File: src/hdl/hsfc_pkg.sv
`timescale 1ns / 1ps

package hsfc_pkg;

    localparam int DRIVES_DEF       = 8;
    localparam int TRACKS_DEF       = 77;
    localparam int SECTORS_DEF      = 32;
    localparam int SECTOR_BYTES_DEF = 137;

    localparam int TRK_W = 7;

    // Flag bits of a drive.
    localparam logic [7:0] F_RDA     = 8'h80;
    localparam logic [7:0] F_TRK0    = 8'h40;
    localparam logic [7:0] F_HEAD    = 8'h04;
    localparam logic [7:0] F_WEN     = 8'h01;
    localparam logic [7:0] SEL_FLAGS = 8'h1A;

    localparam logic [7:0] PTR_EMPTY = 8'hFF;
    localparam logic [7:0] SEC_NONE  = 8'hFF;
    localparam logic [7:0] NO_DRIVE  = 8'hFF;

    localparam logic [1:0] PORT_STAT = 2'd0;
    localparam logic [1:0] PORT_CTRL = 2'd1;
    localparam logic [1:0] PORT_DATA = 2'd2;

    localparam logic KIND_IN  = 1'b0;
    localparam logic KIND_OUT = 1'b1;

    typedef struct packed {
        logic [7:0]       flags;
        logic [7:0]       ptr;
        logic [7:0]       sec;
        logic [TRK_W-1:0] trk;
    } drv_t;

    localparam drv_t DRV_RESET = '{flags: 8'h00, ptr: PTR_EMPTY, sec: SEC_NONE, trk: '0};

    typedef struct packed {
        logic rd;
        logic wr;
    } drv_cmd_t;

    function automatic logic attached_of(input logic [3:0] d, input logic [7:0] mask);
        return (d < 4'd8) && mask[d[2:0]];
    endfunction

endpackage

File: src/hdl/hsfc_drv_store.sv
`timescale 1ns / 1ps

module hsfc_drv_store #(
    parameter int DRIVES = hsfc_pkg::DRIVES_DEF,
    parameter int DRV_W  = (DRIVES > 1) ? $clog2(DRIVES) : 1
) (
    input  logic               clk,
    input  logic               rst_n,
    input  hsfc_pkg::drv_cmd_t cmd,
    input  logic [DRV_W-1:0]   raddr,
    input  logic [DRV_W-1:0]   waddr,
    input  hsfc_pkg::drv_t     wdata,
    output hsfc_pkg::drv_t     rdata
);
    import hsfc_pkg::*;

    // Entries never written read as their reset value through the valid bits.
    drv_t              mem [DRIVES];
    logic [DRIVES-1:0] vld_reg;
    drv_t              q_reg;
    logic              qv_reg;

    always_ff @(posedge clk)
    begin
        if (cmd.wr)
        begin
            mem[waddr] <= wdata;
        end
        if (cmd.rd)
        begin
            q_reg <= mem[raddr];
        end
    end

    always_ff @(posedge clk or negedge rst_n)
    begin
        if (!rst_n)
        begin
            vld_reg <= '0;
            qv_reg  <= 1'b0;
        end
        else
        begin
            if (cmd.rd)
            begin
                qv_reg <= vld_reg[raddr] || (cmd.wr && waddr == raddr && 1'b0);
            end
            if (cmd.wr)
            begin
                vld_reg[waddr] <= 1'b1;
            end
        end
    end

    assign rdata = qv_reg ? q_reg : DRV_RESET;

endmodule
File: config.mk
export PLATFORM = sky130hd
export DESIGN_NAME = hsfc_drv_store
export DESIGN_NICKNAME = d
export VERILOG_FILES = /design/src/hdl/hsfc_pkg.sv /design/src/hdl/hsfc_drv_store.sv
export SDC_FILE = /design/constraint.sdc
export NUM_CORES = 1
export LEC_CHECK = 0
export ABC_AREA = 1
export BUFFER_PORTS_ARGS = -buffer_cell sky130_fd_sc_hd__buf_2
export CORE_UTILIZATION = 42
export CTS_CLUSTER_DIAMETER = 150
export DETAILED_ROUTE_END_ITERATION = 7
export SYNTH_ARGS = -nofsm -noshare
export SYNTH_HDL_FRONTEND = slang
export SYNTH_SLANG_ARGS = --single-unit
File: constraint.sdc
create_clock -name clk -period 1.2 [get_ports clk]
set_input_delay 0 -clock clk [delete_from_list [all_inputs] [get_ports clk]]
set_output_delay 0 -clock clk [all_outputs]
set_load 0.01 [all_outputs]
-- Word-level counts from Yosys, hierarchy flattened
Memories as Yosys holds them, arrays and structs flattened. A register that Yosys moved wholly into a read port is not among the register bits.
Cells that the tools add are included.
- register bits: 9
- memory bits (writable): 248
- bits of input ports: 41
- output and inout port bits: 31
- logic and storage cells: 15
- memories kept: 1
- memory list (memory ; words ; width ; read ports ; clocked after Yosys merged registers in ; write ports ; RTL line ; RTL):
    mem ; 8 ; 31 ; 1 ; 1 ; 1 ; hsfc_drv_store.sv:18 ; drv_t mem [DRIVES];
- magnitude comparators: 3
- multiplexer cells: 7
- bitwise logic cells: 1
- reduce and logical (&&, ||, !) cells: 1
- operator list (operator ; count):
    31-bit 2-to-1 mux ; 1
    3-bit by 4-bit less-than comparator with 1-bit output, second input constant ; 2
    8-bit OR ; 1
    1-bit 2-to-1 mux ; 4
    1-bit binary-select mux with 3-bit select ; 1
    1-bit demux with 3-bit select ; 1
    3-bit by 1-bit greater-or-equal comparator with 1-bit output, second input constant ; 1
    1-bit logical AND ; 1

-- Depth between registers and ports, before layout
Gate-level depths: netlist (run 1).
- word-level depth: 5
- depth in mapped cells: 8
- mapped depth without buffers: 6

-- Worst setup path after synthesis (run 1)
Ideal clock, no wire load.
- path kind: input to register
- from: input port waddr[0]
- to: memory mem[0][0] (netlist name), enable pin
- library setup time: 0.419 ns
- arrival: 1.504 ns
- data required time: 0.781 ns
- path slack: -0.723 ns
- stages on the path: 3
- cells stage by stage: inv_1 nand2_1 nor2_1
- RTL lines (element ; RTL line ; RTL):
    start: declaration ; hsfc_drv_store.sv:11 ; input logic [DRV_W-1:0] waddr,
    end: declaration ; hsfc_drv_store.sv:18 ;
No word-level cell before the write port.

==> results by group, run 1 <==
Worst setup path
  • Crit Reg-Reg Endpoint: q_reg[9]$_DFFE_PP_
  • CP arrival: approximately 1.4 ns
  • CP startpoint: qv_reg$_DFFE_PN0P_
  • Reg2reg start: mem[4][9]$_DFFE_PP_
  • Crit Path Category: flip-flop to output port
  • Crit path capture type: output port
  • Worst R2R Path Depth: 6
  • Reg2reg setup slack: roughly 0.15 ns
  • Critical Path RT: ~1.2 ns
  • Worst-path fanout max: 11
  • Crit start category: flip-flop

Global routing
  • First-pass GRT wire length: a little under 40000 um
  • GR Layer Usage met1: 0.2462
  • Total gr overflow: 0
  • Met2 GRT Util: 0.3084
  • Overall global routing resource usage: 0.1809
  • M3 GR Usage: 0.02455
  • Initial antenna violation count: 0
  • Grt peak-use layer: met2
  • Largest net degree at the start of global routing: 66
  • Vias in the first global route: about 7000

Die
  • DIE WIDTH: ~170 um
  • Die H: roughly 170 um
  • Die area: ~28000 um^2
  • FP Rows: 59
  • I/O pin count: between 70 and 80
  • Starting density of the core: 0.4313
  • CORE AREA: 26210 um^2

Power
  • Static Leak: around 0.0051 uW
  • Maximum VDD drop: roughly 0.88 mV
  • Tot Pwr: roughly 21000 uW
  • Power Dens Cells: 1533 nW/um^2

Final layout
  • Non-Filler Instances: about 1400
  • P&R area growth vs syn: 21.87%
  • Nets: about 1100
  • Final-layout fill cell count: roughly 2200
  • Post-route design area: roughly 14000 um^2
  • Max FFs per register: around 250
  • Share of cells above drive strength 1: 0.1726

Hold path
  • Hold depth: 5
  • Hold Path Origin: raddr[2]
  • Endpoint, Worst Hold: qv_reg$_DFFE_PN0P_
  • Worst Hold Class: primary input to flip-flop

Status
  • Status: complete, but fails checks
  • Failing checks: DRC, setup timing

Yosys
  • Avg Cell Area, Syn: approximately 13 um^2
  • Area contributors post-synth: edfxtp_1, o21ai_0, nor2_1
  • Synth Instances: 889
  • Synth area leader: edfxtp_1
  • #FFs+latches synth: roughly 290
  • Synth Warn #: 0
  • Seq/Total Area, Yosys: 0.7611
  • Synthesized cell area: 11300 um^2
  • Syn Nets: between 900 and 1000
  • Top cell type's share of synthesized area: 0.7412
  • Post-synth cell types: 17

Routing
  • Length of the first detailed-routing pass in iterations: 8
  • Vias per cell: 5.081
  • Drc violations: 8
  • WL per Instance: about 18 um
  • DRT iter0 DRCs: 542
  • Post-route ant nets: 0
  • Total number of vias: ~7000
  • Routed wire length: roughly 25000 um

CTS
  • CTS Root Cell: clkbuf_16
  • Worst-path clk slew: roughly 0.060 ns
  • Clock latency on the worst-skew pair: 0.54 ns
  • TritonCTS clock tree: done
  • Clock buffer depth: 3
  • Number of H-tree levels: 1
  • CTS Sinks: roughly 290
  • Num CTS Buffers: 29

Timing
  • Unrepaired setup endpoints after global routing: true
  • Layout Skew: about 0.015 ns
  • Final worst-path setup slack: -0.2172 ns
  • Period minus WS final: ~1.4 ns
  • Least-Margin Pin Slew: about 0.41 ns
  • Final setup fails: 31
  • Fmax: a little over 0.7 GHz
  • Slew Limit Headroom: 0.7262
  • Max-slew violation total from the final report: 0
  • Final Hold Viols: 0
  • Final Cycle Share: 1.181

Job
  • MaxCap Viol Count: 0

Placed design
  • RD Place Congestion: 0.7446
  • Post-DP HPWL: between 10000 and 15000 um
  • Placed Instances: roughly 1300
  • Area post-placement: ~12000 um^2
  • Pre-CTS setup slack: -0.02724 ns
  • Port Buf Inserts: 71
cells in the mapped netlist, drive strengths merged:
cell	instances
buf	31
clkbuf	20
dfrtp	9
edfxtp	279
inv	46
nand2	140
nand3	7
nor2	163
o21ai	163
o22ai	31
per-stage QoR:
stage | hold slack [ns] | setup TNS (ns) | util
floorplan | -0.2956 | -55.28 | -
finish | 0.02467 | -5.245 | 0.5257
detailed placement | -0.1368 | -0.1106 | 0.4749
global placement | -0.1379 | 0 | 0.4749
CTS | 0.007879 | -6.075 | 0.5234
global route | 0.04659 | -6.857 | 0.5256
power by group:
part           total, uW  switching, uW  leakage, uW  internal [uW]
registers          11500           89.1      0.00264          11400
clock network       7890           3470     0.000400           4420
logic               1710           1040      0.00202            664
total              21100           4600      0.00506          16500
critical path, stage by stage, from the launching register on:
cell,delay [ns]
dfrtp_2,0.46
buf_6,0.17
nand2_1,0.08
inv_1,0.04
buf_2,0.13
cells in the final DEF, fill, tap and decap left out:
cell type	n
buf_2	64
nor2_2	10
clkinv_2	5
buf_12	25
nand2_4	5
clkinv_1	7
clkbuf_1	10
edfxtp_1	279
buf_8	1
o22ai_1	31
dfrtp_1	8
inv_1	42
inv_2	3
nand3_1	7
diode_2	1
clkbuf_16	29
dfrtp_2	1
buf_6	7
o21ai_1	43
dlygate4sd3_1	40
buf_4	17
inv_6	1
nor2_4	8
nor2_1	145
nand2_2	4
o21ai_0	120
nand2_1	131
metal layers:
layer	wire length, um	vias up	part of all wire
met3	1065	29	0.043
met5	0	-	0
met4	346	0	0.014
li1	-	3390	-
met2	12030	139	0.49
met1	11190	3449	0.45
cell families (layout without fill, tap and decap cells):
logic type,after synthesis,count (layout),synth area share
and+or+nand+nor,310,310,0.1059
buffers and inverters,97,251,0.04361
AOI/OAI and AO/OA,194,194,0.08933
DFF,288,288,0.7611
other,0,1,0
final cells by class:
type | instances | area [um^2] | share of cell area
timing repair buffer | 154 | 1443 | 0.1047
inverter | 46 | 173.9 | 0.01262
clock inverter | 12 | 55.05 | 0.003996
multi-input combinational | 504 | 2315 | 0.1680
clock buffer | 39 | 763.2 | 0.05540
sequential | 288 | 8605 | 0.6246
tap | 335 | 419.2 | 0.03043
antenna | 1 | 2.502 | 0.0001817
worst max path at each step:
stage	to	slack, ns	cells after the start
final	rdata[0]	-0.22	4
after global routing	rdata[3]	-0.27	4
after CTS	rdata[0]	-0.23	4
after detailed placement	q_reg[16]$_DFFE_PP_	-0.03	9
after global placement	q_reg[16]$_DFFE_PP_	0.007	9
after floorplan	mem[0][0]$_DFFE_PP_	-0.26	3
timing repair:
action,4_1_cts,5_1_grt
setup endpoints to repair,31,37
endpoints found under the hold margin,297,4
buffers inserted,0,0
pin swaps,0,1
hold buffers,41,1
resized for setup,12,18
Note: power is estimated with default switching activity, not from simulation.
==> run 2, diff against run 1 <==
Settings changed: SETUP_SLACK_MARGIN set to 0.4.
==> results by group, run 2 (same netlist as run 1, synthesis figures left out) <==
Routing
  • Routed wire length: between 20000 and 30000 um
  • Drc violations: 5
  • WL per Instance: approximately 19 um
  • DRT iter0 DRCs: between 500 and 600
  • Post-route ant nets: 0
  • Length of the first detailed-routing pass in iterations: 7
  • Total number of vias: slightly above 7000
  • Vias per cell: around 5.1

Final layout
  • Max FFs per register: ~250
  • Commonest cells after routing, fill and taps aside: edfxtp_1, nor2_1, nand2_1, o21ai_1, o21ai_0
  • Nets: between 1000 and 1500
  • Share of cells above drive strength 1: 0.2078
  • Area of the multi-input gates: between 2000 and 2500 um^2
  • Final-layout fill cell count: approximately 2100
  • P&R area growth vs syn: 26.22%
  • Post-route design area: approximately 14000 um^2
  • Most common cell after layout, fill and taps aside: edfxtp_1
  • Inserted Diodes: 0
  • Register area: about 8600 um^2

Placed design
  • Port Buf Inserts: around 70
  • Post-DP HPWL: 14320 um
  • Area post-placement: roughly 13000 um^2
  • RD Place Congestion: about 0.7
  • Pre-CTS setup slack: 0.007152 ns

Power
  • Switching Fraction: 0.2140
  • Tot Pwr: 23100 uW
  • Static Leak: around 0.0053 uW
  • Clock share of power: 0.420
  • Power Dens Cells: about 1600 nW/um^2
  • Sw power: slightly below 5000 uW
  • Seq pwr share: 0.499
  • Internal Power: roughly 18000 uW
  • Maximum VDD drop: 1.211 mV
  • Comb power frac: 0.081

Die
  • DIE WIDTH: 166.1 um
  • CORE AREA: 26210 um^2
  • Die area: approximately 28000 um^2
  • FP Rows: 59
  • Die H: 166.1 um
  • Starting density of the core: 0.4313
  • I/O pin count: between 70 and 80

CTS
  • Worst-path clk slew: 0.06 ns
  • CTS Sinks: roughly 290
  • Clock buffer depth: 3
  • TritonCTS clock tree: done
  • CTS Root Cell: clkbuf_16
  • Number of H-tree levels: 1
  • Clock latency on the worst-skew pair: approximately 0.55 ns
  • Num CTS Buffers: 30

Worst setup path
  • Worst-path fanout max: 4
  • Crit start category: flip-flop
  • Crit-path max cell delay: ~0.46 ns
  • Crit Path Category: flip-flop to output port
  • Reg2reg setup slack: 0 ns
  • Slowest stage cell, crit path: dfrtp_2
  • CP cell instances: buf_12 -> clkbuf_16 -> nand2_4 -> buf_6
  • CP arrival: approximately 1.5 ns
  • Critical Path RT: ~1.2 ns
  • Crit path capture type: output port

Timing
  • Unrepaired setup endpoints after global routing: true
  • Final setup fails: 32
  • Final Cycle Share: 1.224
  • Max-slew violation total from the final report: 0
  • Period minus WS final: around 1.5 ns
  • Slew Limit Headroom: 0.8199
  • Fmax: approximately 0.68 GHz
  • Layout Skew: 0.007100 ns
  • Final Hold Viols: 0
  • Hold_ws: about 0.012 ns
  • Least-Margin Pin Slew: 0.2701 ns
  • Final worst-path setup slack: -0.2688 ns

Global routing
  • Vias in the first global route: roughly 7100
  • First-pass GRT wire length: roughly 40000 um
  • Largest net degree at the start of global routing: 51
  • Total gr overflow: 0
  • Overall global routing resource usage: 0.1901
  • Initial antenna violation count: 0

Job
  • MaxCap Viol Count: 0

Status
  • Status: complete, but fails checks
  • Failing checks: DRC, setup timing

Hold path
  • Worst Hold Class: primary input to flip-flop
## run 2: cell count changes in the layout (fill, tap and decap cells not counted), moves of 3 or more
cell       delta
inv_16        +3
o21ai_0      -41
buf_6         +5
clkinv_2      +4
nand2_1      -14
inv_1         -3
o21ai_1      +40
clkbuf_1      -8
buf_2         -5
nand2_2      +10
nand2_8       +4
clkbuf_16     +3
bufinv_16     +6
## run 2: layout make-up
type                    count  area share
clock buffers              33     0.05490
clock inverters            23     0.01842
inverters                  46     0.01561
multi-input cells         504      0.1692
flip-flops and latches    288      0.6031
well taps                 335     0.02938
repair buffers            160      0.1094
## run 2: timing repair
| item | CTS | global route |
|---|---|---|
| gates cloned | 1 | 1 |
| hold buffers | 40 | 1 |
| gates resized for setup | 51 | 33 |
| setup endpoints to repair | 63 | 74 |
| setup buffers | 2 | 1 |
| hold endpoints to repair | 297 | 9 |
| pin swaps | 1 | 9 |
## run 2: worst max-delay path: cells and delay by family, from the launching register on
family | cells | cell delay, ns
AND/OR/NAND/NOR | 1 | 0.06
flip-flops | 1 | 0.46
buffers and inverters | 3 | 0.41
## run 2: power groups by stage
stage,clock [uW],combinational (uW),sequential (uW)
after floorplan,0,875,11700
after global placement,0,1580,11700
after detailed placement,0,1600,11700
after CTS,9860,1800,11500
after global routing,10200,2060,11600
final,9700,1860,11500
## run 2: per-layer routing
layer,track usage,vias to the layer above,wire length (um)
met3,0.02765,42,1356
li1,-,3409,-
met4,0.06176,0,730
met2,0.3337,194,12790
met5,0,-,0
met1,0.2422,3404,10820
## run 2: path summary, 6_finish.rpt
kind	startpoint	endpoint	depth (start not counted)
max	qv_reg$_DFFE_PN0P_	rdata[15]	4
min	raddr[2]	q_reg[16]$_DFFE_PP_	4
max in group asynchronous	rst_n	qv_reg$_DFFE_PN0P_	3
min reg2reg	vld_reg[2]$_DFFE_PN0P_	vld_reg[2]$_DFFE_PN0P_	2
max reg2reg	qv_reg$_DFFE_PN0P_	qv_reg$_DFFE_PN0P_	6
min in group asynchronous	rst_n	vld_reg[3]$_DFFE_PN0P_	3
## run 2: metrics by stage
| stage | instances | utilization | setup TNS (ns) |
|---|---|---|---|
| global route | 1389 | 0.5444 | -8.368 |
| floorplan | 889 | - | 0 |
| global placement | 1288 | 0.4804 | 0 |
| detailed placement | 1288 | 0.4804 | 0 |
| finish | 1389 | 0.5444 | -6.656 |
| CTS | 1387 | 0.5392 | -7.490 |
